## src/svcrb_pkg.sv

```systemverilog
// ----------------------------------------------------------------------------
// svcrb_pkg
// Shared types and constants for the servo channel register block.
// ----------------------------------------------------------------------------
package svcrb_pkg;

  // Operation codes of a request
  localparam logic [2:0] OP_TICK      = 3'd0;
  localparam logic [2:0] OP_SET_UPPER = 3'd1;
  localparam logic [2:0] OP_SET_LOWER = 3'd2;
  localparam logic [2:0] OP_SET_POS   = 3'd3;
  localparam logic [2:0] OP_ADC       = 3'd4;
  localparam logic [2:0] OP_READ_POS  = 3'd5;
  localparam logic [2:0] OP_READ_ADC  = 3'd6;

  // Configuration register map
  localparam int unsigned CFG_IDX_W   = 4;
  localparam int unsigned CFG_DATA_W  = 24;
  localparam int unsigned GAIN_REGS   = 4;
  localparam logic [CFG_IDX_W-1:0] CFG_GAIN_BASE   = 4'd0;
  localparam logic [CFG_IDX_W-1:0] CFG_OFFSET_BASE = 4'd4;
  localparam logic [CFG_IDX_W-1:0] CFG_END         = 4'd8;

  localparam int unsigned GAIN_W   = 16;
  localparam int unsigned OFFSET_W = 24;
  localparam int unsigned POS_W    = 16;
  localparam int unsigned ADC_W    = 10;
  localparam int unsigned CNT_W    = 8;
  localparam int unsigned PROD_W   = ADC_W + GAIN_W;
  localparam int unsigned ACC_W    = PROD_W + 1;

  localparam logic [GAIN_W-1:0] GAIN_RESET [GAIN_REGS] =
    '{16'd36179, 16'd36150, 16'd36302, 16'd36904};
  localparam logic [OFFSET_W-1:0] OFFSET_RESET [GAIN_REGS] =
    '{24'd11039841, 24'd11078796, 24'd11071114, 24'd11114900};

  localparam logic [CNT_W-1:0] CNT_IDLE = 8'hFF;
  localparam logic [POS_W-1:0] POS_MAX  = 16'hFFFF;
  localparam logic [POS_W-1:0] POS_MIN  = 16'h0000;
  localparam logic [CNT_W-1:0] ADC_GUARD_TICKS = 8'd5;

  typedef struct packed {
    logic [2:0]       op;
    logic [1:0]       channel;
    logic [POS_W-1:0] value;
    logic [ADC_W-1:0] adc_sample;
  } in_item_t;

  typedef struct packed {
    logic [POS_W-1:0] read_data;
    logic             relay_on;
    logic             pulses_enabled;
  } out_item_t;

  // Controller to datapath commands
  typedef struct packed {
    logic load;
    logic mul;
    logic commit;
  } dp_cmd_t;

endpackage

```

## src/svcrb_ctrl.sv

```systemverilog
// ----------------------------------------------------------------------------
// svcrb_ctrl
// Sequencer: accept a request, run the multiply step, then commit.
// ----------------------------------------------------------------------------
module svcrb_ctrl (
  input  logic              clk_i,
  input  logic              rst_ni,
  input  logic              start_i,
  output logic              busy_o,
  output logic              done_o,
  output svcrb_pkg::dp_cmd_t cmd_o
);
  import svcrb_pkg::*;

  typedef enum logic [1:0] {
    ST_IDLE,
    ST_MUL,
    ST_COMMIT
  } state_e;

  state_e state_q;
  logic   busy_q;
  logic   mul_q;
  logic   commit_q;
  logic   done_q;

  always_ff @(posedge clk_i or negedge rst_ni) begin
    if (!rst_ni) begin
      state_q  <= ST_IDLE;
      busy_q   <= 1'b0;
      mul_q    <= 1'b0;
      commit_q <= 1'b0;
      done_q   <= 1'b0;
    end else begin
      unique case (state_q)
        ST_IDLE: begin
          done_q <= 1'b0;
          if (start_i) begin
            state_q <= ST_MUL;
            busy_q  <= 1'b1;
            mul_q   <= 1'b1;
          end
        end
        ST_MUL: begin
          state_q  <= ST_COMMIT;
          mul_q    <= 1'b0;
          commit_q <= 1'b1;
        end
        ST_COMMIT: begin
          state_q  <= ST_IDLE;
          commit_q <= 1'b0;
          busy_q   <= 1'b0;
          done_q   <= 1'b1;
        end
        default: begin
          state_q <= ST_IDLE;
        end
      endcase
    end
  end

  assign busy_o        = busy_q;
  assign done_o        = done_q;
  assign cmd_o.load    = start_i && !busy_q;
  assign cmd_o.mul     = mul_q;
  assign cmd_o.commit  = commit_q;

endmodule

```

## src/svcrb_dpath.sv

```systemverilog
// ----------------------------------------------------------------------------
// svcrb_dpath
// Channel state, calibration registers, relay timing and result register.
// ----------------------------------------------------------------------------
module svcrb_dpath #(
  parameter int unsigned CHANNELS        = 4,
  parameter int unsigned RELAY_ON_TICKS  = 10,
  parameter int unsigned RELAY_OFF_TICKS = 100,
  parameter int unsigned GAIN_SHIFT      = 11
) (
  input  logic                                 clk_i,
  input  logic                                 rst_ni,
  input  svcrb_pkg::dp_cmd_t                   cmd_i,
  input  svcrb_pkg::in_item_t                  item_i,
  input  logic                                 cfg_we_i,
  input  logic [svcrb_pkg::CFG_IDX_W-1:0]      cfg_index_i,
  input  logic [svcrb_pkg::CFG_DATA_W-1:0]     cfg_data_i,
  output svcrb_pkg::out_item_t                 result_o
);
  import svcrb_pkg::*;

  localparam int unsigned CH_IDX_W = (CHANNELS > 1) ? $clog2(CHANNELS) : 1;
  localparam logic [CNT_W-1:0] ON_TICKS  = CNT_W'(RELAY_ON_TICKS);
  localparam logic [CNT_W-1:0] OFF_TICKS = CNT_W'(RELAY_OFF_TICKS);
  localparam logic [CNT_W-1:0] ADC_LATE  = CNT_W'(RELAY_OFF_TICKS) + ADC_GUARD_TICKS;

  // calibration registers
  logic [GAIN_W-1:0]   gain_q   [GAIN_REGS];
  logic [OFFSET_W-1:0] offset_q [GAIN_REGS];

  // channel state
  logic [POS_W-1:0] lower_q    [CHANNELS];
  logic [POS_W-1:0] upper_q    [CHANNELS];
  logic [POS_W-1:0] target_q   [CHANNELS];
  logic [POS_W-1:0] measured_q [CHANNELS];

  logic [CNT_W-1:0] cnt_q, cnt_d;
  logic             relay_q, relay_d;
  logic             pulse_q, pulse_d;

  in_item_t         item_q;
  logic [PROD_W-1:0] prod_q;
  out_item_t        result_q;

  logic [CH_IDX_W-1:0] ch_idx;
  logic                present;
  logic [POS_W-1:0]    lo, up, clamp_lo, clamp;
  logic [ACC_W-1:0]    acc, acc_sh;
  logic                wr_lower, wr_upper, wr_target, wr_meas;
  logic [POS_W-1:0]    rd_d;
  logic [CNT_W-1:0]    cnt_inc;

  assign ch_idx  = CH_IDX_W'(item_q.channel);
  assign present = 32'(item_q.channel) < CHANNELS;
  assign lo      = lower_q[ch_idx];
  assign up      = upper_q[ch_idx];

  // config writes
  always_ff @(posedge clk_i or negedge rst_ni) begin
    if (!rst_ni) begin
      for (int i = 0; i < GAIN_REGS; i++) begin
        gain_q[i]   <= GAIN_RESET[i];
        offset_q[i] <= OFFSET_RESET[i];
      end
    end else if (cfg_we_i) begin
      if (cfg_index_i < CFG_OFFSET_BASE) begin
        gain_q[cfg_index_i[1:0]] <= cfg_data_i[GAIN_W-1:0];
      end else if (cfg_index_i < CFG_END) begin
        offset_q[cfg_index_i[1:0]] <= cfg_data_i[OFFSET_W-1:0];
      end
    end
  end

  // request capture and product stage
  always_ff @(posedge clk_i) begin
    if (cmd_i.load) begin
      item_q <= item_i;
    end
    if (cmd_i.mul) begin
      prod_q <= PROD_W'(item_q.adc_sample) * PROD_W'(gain_q[item_q.channel]);
    end
  end

  assign acc      = ACC_W'(prod_q) + ACC_W'(offset_q[item_q.channel]);
  assign acc_sh   = acc >> GAIN_SHIFT;
  assign clamp_lo = (item_q.value < lo) ? lo : item_q.value;
  assign clamp    = (clamp_lo > up) ? up : clamp_lo;
  assign cnt_inc  = (cnt_q == CNT_IDLE) ? cnt_q : cnt_q + 1'b1;

  always_comb begin
    cnt_d     = cnt_q;
    relay_d   = relay_q;
    pulse_d   = pulse_q;
    wr_lower  = 1'b0;
    wr_upper  = 1'b0;
    wr_target = 1'b0;
    wr_meas   = 1'b0;
    rd_d      = POS_MIN;
    if (item_q.op == OP_TICK) begin
      cnt_d = cnt_inc;
      priority if (cnt_inc < ON_TICKS) begin
        relay_d = 1'b0;
        pulse_d = 1'b1;
      end else if (cnt_inc > OFF_TICKS) begin
        relay_d = 1'b0;
      end else begin
        relay_d = 1'b1;
        pulse_d = 1'b0;
      end
    end else if (present) begin
      unique case (item_q.op)
        OP_SET_UPPER: wr_upper = item_q.value > lo;
        OP_SET_LOWER: wr_lower = item_q.value < up;
        OP_SET_POS: begin
          if (lo != POS_MIN && up != POS_MAX) begin
            wr_target = 1'b1;
            cnt_d     = '0;
          end
        end
        OP_ADC:      wr_meas = (cnt_q < ON_TICKS) || (cnt_q > ADC_LATE);
        OP_READ_POS: rd_d = (cnt_q < ADC_LATE) ? target_q[ch_idx] : measured_q[ch_idx];
        OP_READ_ADC: rd_d = measured_q[ch_idx];
        default:     rd_d = POS_MIN;
      endcase
    end
  end

  // commit state and result
  always_ff @(posedge clk_i or negedge rst_ni) begin
    if (!rst_ni) begin
      for (int i = 0; i < CHANNELS; i++) begin
        lower_q[i]    <= POS_MIN;
        upper_q[i]    <= POS_MAX;
        target_q[i]   <= POS_MIN;
        measured_q[i] <= POS_MIN;
      end
      cnt_q   <= CNT_IDLE;
      relay_q <= 1'b0;
      pulse_q <= 1'b0;
    end else if (cmd_i.commit) begin
      if (wr_lower)  lower_q[ch_idx]    <= item_q.value;
      if (wr_upper)  upper_q[ch_idx]    <= item_q.value;
      if (wr_target) target_q[ch_idx]   <= clamp;
      if (wr_meas)   measured_q[ch_idx] <= acc_sh[POS_W-1:0];
      cnt_q   <= cnt_d;
      relay_q <= relay_d;
      pulse_q <= pulse_d;
    end
  end

  always_ff @(posedge clk_i) begin
    if (cmd_i.commit) begin
      result_q.read_data      <= rd_d;
      result_q.relay_on       <= relay_d;
      result_q.pulses_enabled <= pulse_d;
    end
  end

  assign result_o = result_q;

endmodule

```

## src/servo_channel_register_block_unit.sv

```systemverilog
// ----------------------------------------------------------------------------
// servo_channel_register_block_unit
// Multi-channel servo register block: limits, commanded and measured
// positions, relay window timing and per-channel converter calibration.
// ----------------------------------------------------------------------------
//
//  channel   | handshake                 | payload
//  ----------+---------------------------+---------------------------------
//  request   | start_i / busy_o          | item_i (op, channel, value, adc)
//  result    | result_valid_o (1 cycle)  | result_o (read_data, relay, pulse)
//  config    | cfg_valid_i / cfg_ready_o | cfg_index_i, cfg_data_i
//
// A request passes through capture, multiply of the converter sample by
// the channel gain, then commit of the channel state and the result register.
// The result strobe rises the cycle after commit; busy_o is low in that cycle,
// so the next request is taken while the result is shown.
// Reset (rst_ni low, asynchronous) loads the default limits, calibration and
// an idle relay counter. The receiver cannot stall the result.
//
module servo_channel_register_block_unit #(
  parameter int unsigned CHANNELS        = 4,
  parameter int unsigned RELAY_ON_TICKS  = 10,
  parameter int unsigned RELAY_OFF_TICKS = 100,
  parameter int unsigned GAIN_SHIFT      = 11
) (
  input  logic                             clk_i,
  input  logic                             rst_ni,
  // request
  input  logic                             start_i,
  output logic                             busy_o,
  input  svcrb_pkg::in_item_t              item_i,
  // result
  output logic                             result_valid_o,
  output svcrb_pkg::out_item_t             result_o,
  // configuration write
  input  logic                             cfg_valid_i,
  output logic                             cfg_ready_o,
  input  logic [svcrb_pkg::CFG_IDX_W-1:0]  cfg_index_i,
  input  logic [svcrb_pkg::CFG_DATA_W-1:0] cfg_data_i
);
  import svcrb_pkg::*;

  dp_cmd_t dp_cmd;

  // config writes land whenever offered
  assign cfg_ready_o = 1'b1;

  // sequence each request through capture, multiply and commit
  svcrb_ctrl u_ctrl (
    .clk_i   (clk_i),
    .rst_ni  (rst_ni),
    .start_i (start_i),
    .busy_o  (busy_o),
    .done_o  (result_valid_o),
    .cmd_o   (dp_cmd)
  );

  // hold channel state, relay timing and the result register
  svcrb_dpath #(
    .CHANNELS        (CHANNELS),
    .RELAY_ON_TICKS  (RELAY_ON_TICKS),
    .RELAY_OFF_TICKS (RELAY_OFF_TICKS),
    .GAIN_SHIFT      (GAIN_SHIFT)
  ) u_dpath (
    .clk_i       (clk_i),
    .rst_ni      (rst_ni),
    .cmd_i       (dp_cmd),
    .item_i      (item_i),
    .cfg_we_i    (cfg_valid_i && cfg_ready_o),
    .cfg_index_i (cfg_index_i),
    .cfg_data_i  (cfg_data_i),
    .result_o    (result_o)
  );

endmodule

```

## config.mk

```make
export PLATFORM = sky130hd
export DESIGN_NAME = servo_channel_register_block_unit
export DESIGN_NICKNAME = d
export VERILOG_FILES = /design/src/svcrb_pkg.sv /design/src/svcrb_ctrl.sv /design/src/svcrb_dpath.sv /design/src/servo_channel_register_block_unit.sv
export SDC_FILE = /design/constraint.sdc
export NUM_CORES = 1
export LEC_CHECK = 0
export BUFFER_PORTS_ARGS = -buffer_cell sky130_fd_sc_hd__buf_2
export CORE_MARGIN = 5
export CORE_UTILIZATION = 42
export CTS_BUF_LIST = sky130_fd_sc_hd__clkbuf_8
export CTS_CLUSTER_DIAMETER = 50
export DETAILED_ROUTE_END_ITERATION = 10
export RECOVER_POWER = 100
export SLEW_MARGIN = 20
export SYNTH_ARGS = -nofsm -noshare
export SYNTH_HDL_FRONTEND = slang
export SYNTH_SLANG_ARGS = --single-unit
```

## constraint.sdc

```tcl
create_clock -name clk_i -period 13.6 [get_ports clk_i]
set_input_delay 2.72 -clock clk_i [delete_from_list [all_inputs] [get_ports clk_i]]
set_output_delay 2.72 -clock clk_i [all_outputs]
set_load 0.02 [all_outputs]
```

==> flow_summary.json <==
{
  "num_vias": 17600,
  "grt_pass1_wl_mm": 108,
  "drt_iter0_drc": 861,
  "place.detailed.hpwl_mm": 46.2,
  "layout.nets": 2621,
  "grt_overflow_total": 0,
  "ys_seq_elements": 507,
  "fillers": 6143,
  "synth_area_leaders": "dfrtp_1 (25%), mux2_2 (17%), dfstp_2 (13%), edfxtp_1 (7.7%), fa_1 (7.6%)",
  "ys_types": 68,
  "fp-row-count": 96,
  "htree_levels": 3,
  "report.final.slew_viol_count": 406,
  "dieWidth_um": 273,
  "grt_usage_pct": 18.2,
  "hp-class": "flip-flop to flip-flop",
  "worst_r2r_endpoint": "u_dpath.prod_q[24]",
  "die_area_um2": 74600,
  "drive_above_1_share_pct": 36.0,
  "rsz0062_at_grt": "false",
  "gp_congestion": 0.861,
  "ant_nets": 0,
  "cts_buffers": 91,
  "hold_buffers": 0,
  "antenna_found_initial": 0,
  "boundaryPins": 84,
  "r2r-start": "u_dpath.ch_idx[0]",
  "critPathLaunchType": "input port",
  "outcome": "complete, but fails checks",
  "finClkSkew_ps": 51.7,
  "clock_path_buffers": 3,
  "clock_latency_ps": 700,
  "fp.dieH_um": 273,
  "wl_mm": 66.6,
  "tns_ps": 0,
  "start_util_pct": 42.4,
  "synth_warnings": 0,
  "clock_sinks": 507,
  "hold_violations": 0,
  "crit_arrival_ps": 9750,
  "ys.flop_type": "dfrtp_1",
  "worst_pin_slew_ps": 5250,
  "cts_setup_buffers": 0,
  "fin_crit_ps": 9020,
  "ir_drop_mv": 0.270,
  "whs_path_depth": 1,
  "synth_area_per_cell_um2": 13.2,
  "first_pass_iters": 5,
  "crit_fanout": 96,
  "relSlewSlack_pct": -250,
  "dp_slack_ps": 6100,
  "placed_area_um2": 30500,
  "violations": "max-capacitance violations, max-slew violations",
  "postSynthCellCount": 2200,
  "grt_max_degree": 102,
  "cts_tree": "yes",
  "syn_area_um2": 29100,
  "yosysSeqAreaShare_pct": 45.6,
  "setup_violations": 0,
  "area_growth_pct": 11.0,
  "grt_pass1_vias": 19300,
  "core_um2": 68600,
  "mostFrequentLayoutCell": "mux2_2",
  "cp.required_ps": 14330,
  "layout_common_cells": "mux2_2 (428), dfrtp_1 (289), inv_1 (202)",
  "critPathCaptureType": "async pin",
  "yosys.area.top_type": "dfrtp_1",
  "worst_slack_ps": 4580,
  "rr_worst_depth": 21,
  "startpoint": "rst_ni",
  "ff_latch_area_um2": 13200,
  "post_drt_wl_per_cell_um": 20.1,
  "crit_type": "input port to async pin",
  "clock.fmax_mhz": 111,
  "synth_top_area_share_pct": 24.9,
  "drc": 0,
  "r2r_slack_ps": 4720,
  "viasPerCell": 5.31,
  "maxCapViolations": 13,
  "cts_resized": 0,
  "power_density_nw_per_um2": 283,
  "synth_nets": 2510,
  "port_buffers": 82,
  "async_flop_share_pct": 85.2,
  "clk_pin_slew_ps": 60,
  "period_share_pct": 66.4,
  "fin_area_um2": 32300,
  "multi_input_area_um2": 14800,
  "crit_end": "u_dpath.lower_q[44]",
  "cts-root-buf": "clkbuf_8",
  "p_leak_uw": 0.0144,
  "synth_edf_count": 75
}
Yosys cell counts, drive strengths merged (4+ instances only):
library cell	n
nand2b	8
nor2b	11
nand3b	4
nand4	13
nand3	19
buf	42
mux2i	67
edfxtp	75
a21oi	52
nor4	11
a31oi	5
dfstp	143
nor2	53
clkbuf	46
o21a	6
fa	110
a21o	24
nand2	161
dfrtp	289
and3	12
inv	163
o21ai	57
nor3	11
o211ai	4
xor2	7
mux4	89
mux2	428
and2	81
xnor2	29
ha	137
power breakdown:
group	internal, uW	switching, uW
clock network	810	652
logic	2270	2740
registers	2380	287
total	5450	3680
through the flow:
step,instances,hold slack [ps],power [uW],util (%)
2_1_floorplan,2200,448,6500,-
3_3_place_gp,3148,459,7570,44.4
3_5_place_dp,3148,474,7740,44.4
4_1_cts,3318,489,9270,47.2
5_1_grt,3319,502,10000,47.0
6_report,3320,487,9130,47.0
critical path, cell delays in order:
cell	delay [ps]
clkbuf_1	3600
clkbuf_1	2350
buf_4	910
state kept, by name (all words and copies together) (netlist names), 8 cells and up:
register / flops
u_dpath.prod_q: 26
u_dpath.measured_q: 64
u_dpath.upper_q: 64
u_dpath.gain_q: 64
u_dpath.lower_q: 64
u_dpath.target_q: 64
u_dpath.result_o: 18
u_dpath.item_q: 29
u_dpath.cnt_q: 8
u_dpath.offset_q: 96
metal layers:
| metal | vias to the layer above | routed length, um | GRT usage (%) |
|---|---|---|---|
| met5 | - | 0 | 0 |
| met4 | 0 | 1440 | 5.07 |
| met3 | 84 | 2170 | 2.62 |
| met2 | 266 | 33900 | 31.9 |
| met1 | 9243 | 29100 | 23.8 |
| li1 | 8051 | - | - |
cell type report:
| type | instances | share of cell area, % |
|---|---|---|
| antenna | 1 | 0.00776 |
| clock buffer | 112 | 4.78 |
| clock inverter | 58 | 1.17 |
| inverter | 163 | 1.90 |
| multi-input combinational | 1442 | 45.9 |
| sequential | 507 | 41.0 |
| timing repair buffer | 106 | 1.60 |
| tap | 931 | 3.61 |
logic make-up (layout without fill, tap and decap cells):
| family | count (synthesis) | after routing | share of synthesized area, % |
|---|---|---|---|
| buffers and inverters | 251 | 439 | 3.50 |
| multiplexers | 584 | 584 | 25.9 |
| flip-flops | 507 | 507 | 45.6 |
| AND/OR/NAND/NOR | 397 | 397 | 6.75 |
| other | 1 | 2 | 0.0129 |
| XOR/XNOR | 36 | 36 | 1.08 |
| AO/OA/AOI/OAI | 177 | 177 | 3.76 |
| adder cells (fa/ha/maj) | 247 | 247 | 13.5 |
worst min-delay path by stage:
stage                     slack, ps             endpoint                start
after CTS                       490        u_ctrl.done_o        u_ctrl.done_o
after global routing            500  u_dpath.lower_q[37]  u_dpath.lower_q[37]
after detailed placement        470        u_ctrl.done_o        u_ctrl.done_o
after floorplan                 450      u_dpath.relay_q      u_dpath.relay_q
final                           490        u_ctrl.done_o        u_ctrl.done_o
after global placement          460        u_ctrl.done_o        u_ctrl.done_o
No activity file was read; power rests on OpenSTA's default activity.
